$ cat src/rtl/jac_pkg.sv
// Shared types and constants of the joystick axis conditioner.
`default_nettype none

package jac_pkg;

    localparam int CFG_IDX_W = 3;

    localparam logic [CFG_IDX_W-1:0] CFG_CENTER_X   = 3'd0;
    localparam logic [CFG_IDX_W-1:0] CFG_CENTER_Y   = 3'd1;
    localparam logic [CFG_IDX_W-1:0] CFG_RANGE_X    = 3'd2;
    localparam logic [CFG_IDX_W-1:0] CFG_RANGE_Y    = 3'd3;
    localparam logic [CFG_IDX_W-1:0] CFG_DEADZONE   = 3'd4;
    localparam logic [CFG_IDX_W-1:0] CFG_LOCKOUT_MS = 3'd5;

    localparam int LOCKOUT_W     = 16;
    localparam int TIME_W        = 32;
    localparam int LOCKOUT_RESET = 20;

    localparam logic AXIS_X = 1'b0;
    localparam logic AXIS_Y = 1'b1;

    typedef struct packed {
        logic capture;
        logic setup;
        logic axis;
        logic step;
        logic store;
        logic load_out;
    } t_dp_cmd;

    typedef struct packed {
        logic out_busy;
    } t_dp_stat;

endpackage

`default_nettype wire

$ cat src/rtl/jac_ctrl.sv
// Sequencing controller of the joystick axis conditioner.
`default_nettype none

module jac_ctrl
    import jac_pkg::*;
#(
    parameter int FRACTION_BITS = 14
) (
    input  wire logic     i_clk,
    input  wire logic     i_rst_n,
    input  wire logic     i_in_valid,
    output logic          o_in_ready,
    input  wire t_dp_stat i_stat,
    output t_dp_cmd       o_cmd
);

    localparam int CNT_W = $clog2(FRACTION_BITS + 1);
    localparam logic [CNT_W-1:0] CNT_LAST = CNT_W'(FRACTION_BITS);

    localparam logic [2:0] S_IDLE  = 3'd0;
    localparam logic [2:0] S_SETUP = 3'd1;
    localparam logic [2:0] S_DIV   = 3'd2;
    localparam logic [2:0] S_STORE = 3'd3;
    localparam logic [2:0] S_OUT   = 3'd4;

    logic [2:0]       r_state, n_state;
    logic             r_axis, n_axis;
    logic [CNT_W-1:0] r_cnt, n_cnt;

    assign o_in_ready = (r_state == S_IDLE);

    always_comb begin
        n_state = r_state;
        n_axis  = r_axis;
        n_cnt   = r_cnt;
        o_cmd   = '0;
        o_cmd.axis = r_axis;
        unique case (r_state)
            S_IDLE: begin
                if (i_in_valid) begin
                    o_cmd.capture = 1'b1;
                    n_axis  = AXIS_X;
                    n_state = S_SETUP;
                end
            end
            S_SETUP: begin
                o_cmd.setup = 1'b1;
                n_cnt   = CNT_LAST;
                n_state = S_DIV;
            end
            S_DIV: begin
                o_cmd.step = 1'b1;
                if (r_cnt == '0) begin
                    n_state = S_STORE;
                end else begin
                    n_cnt = r_cnt - 1'b1;
                end
            end
            S_STORE: begin
                o_cmd.store = 1'b1;
                if (r_axis == AXIS_X) begin
                    n_axis  = AXIS_Y;
                    n_state = S_SETUP;
                end else begin
                    n_state = S_OUT;
                end
            end
            S_OUT: begin
                if (!i_stat.out_busy) begin
                    o_cmd.load_out = 1'b1;
                    n_state = S_IDLE;
                end
            end
            default: begin
                n_state = S_IDLE;
            end
        endcase
    end

    always_ff @(posedge i_clk) begin
        if (!i_rst_n) begin
            r_state <= S_IDLE;
            r_axis  <= AXIS_X;
            r_cnt   <= '0;
        end else begin
            r_state <= n_state;
            r_axis  <= n_axis;
            r_cnt   <= n_cnt;
        end
    end

    a_load_when_free: assert property (@(posedge i_clk) disable iff (!i_rst_n)
        o_cmd.load_out |-> !i_stat.out_busy)
        else $error("result loaded while the output register is still held");

    a_accept_starts: assert property (@(posedge i_clk) disable iff (!i_rst_n)
        (i_in_valid && o_in_ready) |=> (r_state == S_SETUP && r_axis == AXIS_X))
        else $error("accepted item did not start with the X axis");

    a_cnt_range: assert property (@(posedge i_clk) disable iff (!i_rst_n)
        (r_state == S_DIV) |-> (r_cnt <= CNT_LAST))
        else $error("divider step count out of range");

    a_axis_order: assert property (@(posedge i_clk) disable iff (!i_rst_n)
        (r_state == S_STORE && r_axis == AXIS_X) |=> (r_state == S_SETUP && r_axis == AXIS_Y))
        else $error("Y axis did not follow the X axis");

endmodule

`default_nettype wire

$ cat src/rtl/jac_datapath.sv
// Datapath of the joystick axis conditioner: configuration, divider, debounce, output register.
`default_nettype none

module jac_datapath
    import jac_pkg::*;
#(
    parameter int SAMPLE_BITS   = 12,
    parameter int FRACTION_BITS = 14,
    parameter int CFG_W         = 16
) (
    input  wire logic                        i_clk,
    input  wire logic                        i_rst_n,
    input  wire logic                        i_cfg_we,
    input  wire logic [CFG_IDX_W-1:0]        i_cfg_index,
    input  wire logic [CFG_W-1:0]            i_cfg_data,
    input  wire logic [SAMPLE_BITS-1:0]      i_sample_x,
    input  wire logic [SAMPLE_BITS-1:0]      i_sample_y,
    input  wire logic                        i_button_level,
    input  wire logic [TIME_W-1:0]           i_now_ms,
    input  wire t_dp_cmd                     i_cmd,
    output t_dp_stat                         o_stat,
    input  wire logic                        i_out_ready,
    output logic                             o_out_valid,
    output logic signed [FRACTION_BITS+1:0]  o_out_x,
    output logic signed [FRACTION_BITS+1:0]  o_out_y,
    output logic                             o_button
);

    localparam int SB = SAMPLE_BITS;
    localparam int FB = FRACTION_BITS;
    localparam logic [FB:0] FULL = {1'b1, {FB{1'b0}}};
    localparam logic [FB:0] DZ_RESET = (FB+1)'((((1 << FB) * 75) + 500) / 1000);
    localparam logic [SB-1:0] MID_RESET = {1'b1, {(SB-1){1'b0}}};

    logic [SB-1:0]        r_center_x, r_center_y, r_range_x, r_range_y;
    logic [FB:0]          r_dz;
    logic [LOCKOUT_W-1:0] r_lockout;

    logic [SB-1:0]        r_samp_x, r_samp_y;
    logic                 r_raw;
    logic [TIME_W-1:0]    r_now;

    logic [SB:0]          r_rem;
    logic [SB-1:0]        r_rng;
    logic [FB:0]          r_quo;
    logic                 r_neg, r_zero, r_big, r_rzero;
    logic signed [FB+1:0] r_res_x, r_res_y;

    logic                 r_held;
    logic [TIME_W-1:0]    r_last_change;
    logic                 r_out_valid;

    always_ff @(posedge i_clk) begin
        if (!i_rst_n) begin
            r_center_x <= MID_RESET;
            r_center_y <= MID_RESET;
            r_range_x  <= MID_RESET;
            r_range_y  <= MID_RESET;
            r_dz       <= DZ_RESET;
            r_lockout  <= LOCKOUT_W'(LOCKOUT_RESET);
        end else if (i_cfg_we) begin
            unique case (i_cfg_index)
                CFG_CENTER_X:   r_center_x <= i_cfg_data[SB-1:0];
                CFG_CENTER_Y:   r_center_y <= i_cfg_data[SB-1:0];
                CFG_RANGE_X:    r_range_x  <= i_cfg_data[SB-1:0];
                CFG_RANGE_Y:    r_range_y  <= i_cfg_data[SB-1:0];
                CFG_DEADZONE:   r_dz       <= i_cfg_data[FB:0];
                CFG_LOCKOUT_MS: r_lockout  <= i_cfg_data[LOCKOUT_W-1:0];
                default: ;
            endcase
        end
    end

    logic [SB-1:0] samp, cen, rng, mag;
    logic          neg;

    always_comb begin
        samp = (i_cmd.axis == AXIS_Y) ? r_samp_y  : r_samp_x;
        cen  = (i_cmd.axis == AXIS_Y) ? r_center_y : r_center_x;
        rng  = (i_cmd.axis == AXIS_Y) ? r_range_y : r_range_x;
        neg  = (samp < cen);
        mag  = neg ? (cen - samp) : (samp - cen);
    end

    logic          ge;
    logic [SB:0]   rem_sub;

    always_comb begin
        ge      = (r_rem >= {1'b0, r_rng});
        rem_sub = ge ? (r_rem - {1'b0, r_rng}) : r_rem;
    end

    logic [FB:0]          qv, mag_res;
    logic signed [FB+1:0] res;

    always_comb begin
        qv = r_rzero ? FULL : r_quo;
        if (r_zero) begin
            mag_res = '0;
        end else if (r_big) begin
            mag_res = FULL;
        end else if (qv < r_dz) begin
            mag_res = '0;
        end else if (qv > FULL) begin
            mag_res = FULL;
        end else begin
            mag_res = qv;
        end
        res = r_neg ? -$signed({1'b0, mag_res}) : $signed({1'b0, mag_res});
    end

    always_ff @(posedge i_clk) begin
        if (i_cmd.capture) begin
            r_samp_x <= i_sample_x;
            r_samp_y <= i_sample_y;
            r_raw    <= i_button_level;
            r_now    <= i_now_ms;
        end
        if (i_cmd.setup) begin
            r_rem   <= {1'b0, mag};
            r_rng   <= rng;
            r_quo   <= '0;
            r_neg   <= neg;
            r_zero  <= (mag == '0);
            r_rzero <= (rng == '0);
            r_big   <= (rng != '0) && ({1'b0, mag} >= {rng, 1'b0});
        end else if (i_cmd.step) begin
            r_rem <= {rem_sub[SB-1:0], 1'b0};
            r_quo <= {r_quo[FB-1:0], ge};
        end
        if (i_cmd.store) begin
            if (i_cmd.axis == AXIS_Y) begin
                r_res_y <= res;
            end else begin
                r_res_x <= res;
            end
        end
    end

    logic [TIME_W-1:0] elapsed;
    logic              take;

    always_comb begin
        elapsed = r_now - r_last_change;
        take    = (r_raw != r_held) && (elapsed > {{(TIME_W-LOCKOUT_W){1'b0}}, r_lockout});
    end

    always_ff @(posedge i_clk) begin
        if (!i_rst_n) begin
            r_held        <= 1'b0;
            r_last_change <= '0;
            r_out_valid   <= 1'b0;
        end else begin
            if (i_cmd.load_out) begin
                r_out_valid <= 1'b1;
                if (take) begin
                    r_held        <= r_raw;
                    r_last_change <= r_now;
                end
            end else if (i_out_ready) begin
                r_out_valid <= 1'b0;
            end
        end
    end

    always_ff @(posedge i_clk) begin
        if (i_cmd.load_out) begin
            o_out_x  <= r_res_y;
            o_out_y  <= -r_res_x;
            o_button <= take ? r_raw : r_held;
        end
    end

    assign o_out_valid     = r_out_valid;
    assign o_stat.out_busy = r_out_valid && !i_out_ready;

endmodule

`default_nettype wire

$ cat src/rtl/joystick_axis_conditioner.sv
// Top level of the joystick axis conditioner.
//
// The slave stream takes one item per sample pair: both stick samples, the raw
// button level and a millisecond timestamp. The master stream returns one item
// per input item with both normalized axes, rotated by a quarter turn, and the
// debounced button level. A separate write channel sets the six calibration
// registers, and it is always ready.
// Each axis is divided by its range in one shared restoring divider that
// produces one quotient bit per cycle. A new item is taken only while the
// controller is idle, once the result of the last one has been loaded into
// the output register. The output register holds a result while the receiver
// stalls; the next item is accepted and worked on meanwhile, and its result
// waits until the held one is taken.
// Synchronous reset restores the default calibration, releases the button,
// clears the last change time and empties the output register.
`default_nettype none

module joystick_axis_conditioner
    import jac_pkg::*;
#(
    parameter int SAMPLE_BITS   = 12,
    parameter int FRACTION_BITS = 14
) (
    input  wire logic                      i_clk,
    input  wire logic                      i_rst_n,
    // sample_x, sample_y, button_level, now_ms, zero fill
    input  wire logic [((2*SAMPLE_BITS+TIME_W+1+7)/8)*8-1:0] i_s_axis_tdata,
    input  wire logic                      i_s_axis_tvalid,
    output logic                           o_s_axis_tready,
    // out_x, out_y, button, zero fill
    output logic [((2*FRACTION_BITS+5+7)/8)*8-1:0] o_m_axis_tdata,
    output logic                           o_m_axis_tvalid,
    input  wire logic                      i_m_axis_tready,
    input  wire logic                      i_cfg_valid,
    output logic                           o_cfg_ready,
    input  wire logic [CFG_IDX_W-1:0]      i_cfg_index,
    input  wire logic [((SAMPLE_BITS > FRACTION_BITS+1) ?
                        ((SAMPLE_BITS > LOCKOUT_W) ? SAMPLE_BITS : LOCKOUT_W) :
                        ((FRACTION_BITS+1 > LOCKOUT_W) ? FRACTION_BITS+1 : LOCKOUT_W))-1:0]
                                           i_cfg_data
);

    localparam int SB        = SAMPLE_BITS;
    localparam int FB        = FRACTION_BITS;
    localparam int OUT_W     = 2*(FB+2) + 1;
    localparam int OUT_TW    = ((OUT_W + 7) / 8) * 8;
    localparam int CFG_W     = $bits(i_cfg_data);

    t_dp_cmd  cmd;
    t_dp_stat stat;

    logic signed [FB+1:0] out_x, out_y;
    logic                 button;

    assign o_cfg_ready = 1'b1;

    jac_ctrl #(
        .FRACTION_BITS (FB)
    ) u_ctrl (
        .i_clk      (i_clk),
        .i_rst_n    (i_rst_n),
        .i_in_valid (i_s_axis_tvalid),
        .o_in_ready (o_s_axis_tready),
        .i_stat     (stat),
        .o_cmd      (cmd)
    );

    jac_datapath #(
        .SAMPLE_BITS   (SB),
        .FRACTION_BITS (FB),
        .CFG_W         (CFG_W)
    ) u_datapath (
        .i_clk          (i_clk),
        .i_rst_n        (i_rst_n),
        .i_cfg_we       (i_cfg_valid),
        .i_cfg_index    (i_cfg_index),
        .i_cfg_data     (i_cfg_data),
        .i_sample_x     (i_s_axis_tdata[SB-1:0]),
        .i_sample_y     (i_s_axis_tdata[2*SB-1:SB]),
        .i_button_level (i_s_axis_tdata[2*SB]),
        .i_now_ms       (i_s_axis_tdata[2*SB+TIME_W:2*SB+1]),
        .i_cmd          (cmd),
        .o_stat         (stat),
        .i_out_ready    (i_m_axis_tready),
        .o_out_valid    (o_m_axis_tvalid),
        .o_out_x        (out_x),
        .o_out_y        (out_y),
        .o_button       (button)
    );

    assign o_m_axis_tdata = {{(OUT_TW-OUT_W){1'b0}}, button, out_y, out_x};

endmodule

`default_nettype wire
$ cat config.mk
export PLATFORM = sky130hd
export DESIGN_NAME = joystick_axis_conditioner
export DESIGN_NICKNAME = d
export VERILOG_FILES = /design/src/rtl/jac_pkg.sv /design/src/rtl/jac_ctrl.sv /design/src/rtl/jac_datapath.sv /design/src/rtl/joystick_axis_conditioner.sv
export SDC_FILE = /design/constraint.sdc
export NUM_CORES = 1
export LEC_CHECK = 0
export ABC_AREA = 1
export ABC_CLOCK_PERIOD_IN_PS = 10050
export BUFFER_PORTS_ARGS = -buffer_cell sky130_fd_sc_hd__buf_2
export CAP_MARGIN = 30
export CORE_ASPECT_RATIO = 1.75
export CORE_MARGIN = 8
export CORE_UTILIZATION = 50
export CTS_CLUSTER_DIAMETER = 100
export DETAILED_ROUTE_END_ITERATION = 8
export PLACE_DENSITY = 0.75
export SYNTH_ARGS = -nofsm -noshare
export SYNTH_HDL_FRONTEND = slang
export SYNTH_SLANG_ARGS = --single-unit
$ cat constraint.sdc
create_clock -name i_clk -period 10.05 [get_ports i_clk]
set_input_delay 2.5125 -clock i_clk [delete_from_list [all_inputs] [get_ports i_clk]]
set_output_delay 2.5125 -clock i_clk [all_outputs]
set_load 0.03 [all_outputs]
* After elaboration in Yosys (flattened, before gate mapping)
Cells that the tools add are included.
** Storage, ports and cells
- Register bits :: 287
- Bits of input ports :: 88
- Output and inout port bits :: 43
- Word-level logic and storage cells :: 115
** Cells by class
- $add $sub $neg :: 7
- Magnitude comparators :: 6
- Eq/ne operators :: 14
- Mux-type cells :: 32
- Bitwise logic cells :: 1
- Reduce and logical (&&, ||, !) cells :: 26
** Operators with widths (number)
- two-way mux 12 bit :: 7
- two-way mux 15 bit :: 5
- subtractor 12 bit :: 3
- > comparator 32 x 16 -> 1 bit :: 1
- subtractor 32 bit :: 1
- zero test 12 bit :: 2
- AND reduction 2 bit :: 11
- two-way mux 16 bit :: 1
- negation 15 -> 16 bit :: 1
- negation 16 bit :: 1
- > comparator 15 bit, second input constant :: 1
- < comparator 15 bit :: 1
- one-hot mux 3 bit (5 select lines) :: 1
- greater-or-equal comparator 12 x 13 -> 1 bit :: 1
- greater-or-equal comparator 13 x 12 -> 1 bit :: 1
- == test 3 x 2 -> 1 bit, second input constant :: 4
- < comparator 12 bit :: 1
- two-way mux 3 bit :: 4
- nonzero test 12 bit :: 1
- two-way mux 1 bit :: 11
- == test 3 bit, second input constant :: 3
- one-hot mux 4 bit (2 select lines) :: 1
- nonzero test 2 bit :: 4
- == test 3 x 1 -> 1 bit, second input constant :: 2
- 12 further kinds :: 17

* Longest topological paths before layout
- Depth after elaboration :: 8
- Gate-level depth with buffers :: 30
- Gate-level depth less buffers :: 28

* By module
From an unflattened synthesis, not the netlist that was laid out.
** Unflattened totals
- Cell total of the unflattened synthesis :: 2176
- Area, all modules :: 16823.6 sq um
** Modules (own cells, without submodules)
- jac_datapath :: times used 1, cells each 2097, area an instance 16278.1 sq um, sequential area each 7086.8 sq um
- jac_ctrl :: times used 1, cells each 68, area an instance 470.5 sq um, sequential area each 160.2 sq um
- joystick_axis_conditioner :: times used 1, cells each 11, area an instance 75.1 sq um, sequential area each 0.0 sq um

* Worst setup path before layout
OpenSTA, ideal clock, no wires.
- Path kind :: input port to flip-flop
- Start :: input port i_s_axis_tvalid
- End :: register u_datapath.r_now[0] (enable)
- Library setup time :: 0.472 ns
- Arrival time :: 4.948 ns
- Data required time :: 9.578 ns
- Path slack :: 4.630 ns
- Stages on the path :: 2
- Buffers on the path :: 0
- Cells stage by stage :: inv_1 -> nor2_1
** RTL lines
- start, declared :: line joystick_axis_conditioner.sv:28 : input wire logic i_s_axis_tvalid,
- end signal, assigned :: line jac_datapath.sv:117 : r_now <= i_now_ms;
- end, declared :: line jac_datapath.sv:41 : logic [TIME_W-1:0] r_now;

* Final worst setup path
- Start :: register u_ctrl.r_axis
- End :: register u_datapath.r_big (data pin)
** Between the ends
- Longest elaborated chain between the ends :: 5
- Elaborated cells on any way between the ends :: 10
- Classes of those cells :: 2 x add/sub; 2 x order compare; 4 x mux; 2 x reduce/logical
** RTL lines
- start, declared :: line jac_ctrl.sv:27 : logic r_axis, n_axis;
- start signal, assigned :: line jac_ctrl.sv:87 : r_axis <= n_axis;
- two-way mux 12 bit (on tied branches) :: line jac_datapath.sv:78, jac_datapath.sv:79
- subtractor 12 bit / < comparator 12 bit (equally long branches) :: line jac_datapath.sv:82, jac_datapath.sv:81
- two-way mux 12 bit :: line jac_datapath.sv:82 : mag = neg ? (cen - samp) : (samp - cen);
- greater-or-equal comparator 12 x 13 -> 1 bit :: line jac_datapath.sv:126 : r_big <= (rng != '0) && ({1'b0, mag} >= {rng, 1'b0});
- logical AND 1 bit (*) :: line jac_datapath.sv:126
- end signal, assigned :: line jac_datapath.sv:126
- end, declared :: line jac_datapath.sv:46 : logic r_neg, r_zero, r_big, r_rzero;
Mark *: on every way between the ends. The rest lies on a longest branch, timed or not.
A chain may end at the register's enable or synchronous reset.

==> impl_metrics.json <==
{
  "crit_required_ns": 10.36,
  "cts_tree": "built",
  "grt_pass1_wl_um": 65000,
  "worst_pin_slew_ns": 1.01,
  "die_w_um": 155,
  "layout_commonest_cell": "nand2_1",
  "clk_root_buffer_cell": "clkbuf_16",
  "drv_slew": 0,
  "fmax_mhz": 188,
  "antenna_found_initial": 0,
  "startpoint_type": "flop",
  "cts_made_buffers": 27,
  "post_cts_resized": 0,
  "crit_type": "flop to flop",
  "setup_slack_ns": 4.72,
  "synth_warnings": 0,
  "clkTransAtPathRegs_ns": 0.07,
  "io_pins": 131,
  "clock_sinks": 287,
  "ys_seq_area_share_pct": 43.1,
  "max-cap-violations": 0,
  "finalWirelength_um": 40000,
  "grt_max_degree": 70,
  "r2r_slack_ns": 4.72,
  "p_sw_share_pct": 33.3,
  "hold_depth": 0,
  "overflow": 0,
  "fp.dieH_um": 258,
  "cp.arrival_ns": 5.64,
  "start_util_pct": 50.3,
  "finClkSkew_ns": 0.0146,
  "vias": 14100,
  "pwr-share-clk_pct": 29.3,
  "drive_gt1_share_pct": 10.3,
  "first_iter_violations": 739,
  "postSynthAreaPerCell_um2": 7.70,
  "cp.depth": 28,
  "max_stage_delay_ns": 0.39,
  "drc_errors": 0,
  "area_growth_pct": 10.5,
  "peakVddDrop_mv": 0.154,
  "rsz0062_at_grt": "false",
  "synth_largest_area_cell": "edfxtp_1",
  "track_usage_pct": 19.8,
  "n_antenna_cell": 0,
  "cp_max_fo": 39,
  "worstReg2RegStart": "u_ctrl.r_axis$_SDFFE_PN0P_",
  "grt_pass1_vias": 13900,
  "synthArstFlopShare_pct": 0,
  "p_int_w": 0.00219,
  "path_common_cell": "inv_1",
  "htree_levels": 1,
  "setup_viol": 0,
  "ant_nets": 0,
  "outcome": "completed",
  "hold_viol_final": 0,
  "p_comb_share_pct": 28.8,
  "final_util_pct": 55.5,
  "num_rows": 89,
  "p_sw_w": 0.00110,
  "hpwl_um": 31300,
  "holdBufCountCts": 0,
  "ys_ff_latch": 287,
  "die_area_um2": 39900,
  "powerDensity_nw_per_um2": 177,
  "fin_crit_ns": 5.33,
  "place.gp.congestion": 0.924,
  "crit_buf_inv": 10,
  "cpMaxStageDelayCell": "inv_1",
  "endpoint_kind": "flop",
  "nets": 2475,
  "synth_edf_count": 150,
  "critPathTopFamily": "buffers and inverters",
  "io_buffers": 115,
  "post_cts_buffers": 0,
  "hold_start": "u_datapath.r_res_y[11]$_DFFE_PP_",
  "r2r-end": "u_datapath.r_big$_DFFE_PP_",
  "finalCritPeriodShare_pct": 53.0,
  "total_leakage_power_nw": 8.75,
  "firstDrtPassIters": 5,
  "routedWlPerCell_um": 14.8,
  "ys_types": 46,
  "final_cell_mix": "473 x nand2_1, 359 x inv_1, 245 x nor2_1, 150 x edfxtp_1, 148 x o21ai_0",
  "synth_area_um2": 16800,
  "syn-instance-count": 2180,
  "pre_cts_ws_ns": 4.87,
  "clk_latency_ns": 0.55,
  "rr_worst_depth": 28,
  "power_frac_seq_pct": 41.9,
  "hp-class": "flop to flop",
  "synth.area.top_cells": "edfxtp_1 27%, dfxtp_1 16%, nand2_1 11%",
  "clock_path_buffers": 3,
  "synthFlopType": "edfxtp_1",
  "slew_headroom_pct": 32.5,
  "hold_end": "u_datapath.o_out_x[11]$_DFFE_PP_",
  "setup_tns_ns": 0,
  "core_um2": 33400,
  "synth_top_area_share_pct": 26.8,
  "avgViaCountPerCell": 5.20
}
cell families after synthesis:
| group | count (synthesis) | share of synthesized area, % |
|---|---|---|
| other | 2 | 0.0447 |
| buffers and inverters | 437 | 10.2 |
| xor gates and xnor gates | 62 | 3.23 |
| AOI/OAI and AO/OA | 333 | 10.6 |
| muxes | 2 | 0.119 |
| and+or+nand+nor | 943 | 23.9 |
| adders and majority gates | 114 | 8.67 |
| DFF | 287 | 43.1 |
layer usage:
| layer | wire length (µm) | GRT usage [%] | vias to the layer above |
|---|---|---|---|
| met2 | 21700 | 39.4 | 326 |
| li1 | - | - | 7165 |
| met4 | 2060 | 10.5 | 0 |
| met5 | 0 | 0 | - |
| met3 | 1460 | 2.24 | 121 |
| met1 | 14800 | 19.4 | 6450 |
worst register-to-register path: cells and delay by family (launching register included):
family	cells	cell delay (ns)
buf+inv	10	1.64
flops	1	0.31
simple gates	8	1.22
compound gates	8	1.31
fa+ha+maj	2	0.62
registers in the layout, summed over array words and instances (netlist names), 13 cells and up:
register / cells
u_datapath.r_last_change: 32
u_datapath.r_now: 32
u_datapath.o_out_x: 16
u_datapath.o_out_y: 16
u_datapath.r_lockout: 16
u_datapath.r_res_x: 16
u_datapath.r_res_y: 16
u_datapath.r_dz: 15
u_datapath.r_quo: 15
u_datapath.r_rem: 13
stage by stage:
step / power (W) / area (µm²) / hold WS (ns) / cells
floorplan: 0.00210 / 16800 / 0.400 / 2186
global placement: 0.00231 / 17700 / 0.404 / 2650
detailed placement: 0.00235 / 17700 / 0.405 / 2653
CTS: 0.00331 / 18600 / 0.419 / 2702
global route: 0.00350 / 18600 / 0.425 / 2702
finish: 0.00329 / 18600 / 0.418 / 2702
worst max path at each step:
stage	from	to	slack, ns
2_1_floorplan	i_s_axis_tvalid	u_datapath.r_now[0]$_DFFE_PP_	4.63
3_3_place_gp	u_ctrl.r_axis$_SDFFE_PN0P_	u_datapath.r_big$_DFFE_PP_	4.91
3_5_place_dp	u_ctrl.r_axis$_SDFFE_PN0P_	u_datapath.r_big$_DFFE_PP_	4.87
6_report	u_ctrl.r_axis$_SDFFE_PN0P_	u_datapath.r_big$_DFFE_PP_	4.72
5_1_grt	u_ctrl.r_axis$_SDFFE_PN0P_	u_datapath.r_big$_DFFE_PP_	4.31
4_1_cts	u_ctrl.r_axis$_SDFFE_PN0P_	u_datapath.r_big$_DFFE_PP_	4.84
area by class of cell:
| class | count | area (µm²) |
|---|---|---|
| fill | 3090 | 14900 |
| inverter | 367 | 1380 |
| tap | 409 | 512 |
| multi-input combinational | 1462 | 7880 |
| clock buffer | 30 | 697 |
| clock inverter | 19 | 130 |
| timing repair buffer | 128 | 713 |
| sequential | 287 | 7250 |
cells in the mapped netlist, types with 2 or more instances:
cell	instances
a21o_1	4
nor3_1	27
nand3_2	2
inv_1	359
nand2_1	474
or2_2	35
a21boi_0	2
nor2_1	247
a221oi_1	3
buf_2	5
a211oi_1	2
o22ai_1	16
inv_2	5
xnor2_1	16
a21oi_1	129
buf_4	11
nor4_1	3
xor2_1	46
nor2_2	8
conb_1	2
o21bai_1	5
nand3b_1	32
clkinv_1	3
a31oi_1	5
edfxtp_1	150
mux2i_1	2
ha_1	110
nand4_1	18
clkbuf_1	49
nand2_2	8
o21ai_0	148
dfxtp_1	137
nand3_1	84
o21a_1	3
o211ai_1	13
fa_1	4
buf_6	4
power by group through the flow:
stage	clock network [W]	registers, W	logic, W
after global routing	0.00103	0.00139	0.00108
after global placement	0	0.00140	0.000913
after detailed placement	0	0.00140	0.000941
final	0.000964	0.00138	0.000947
after CTS	0.000986	0.00138	0.000947
after floorplan	0	0.00139	0.000711
Power figures use the tool's default switching activity.
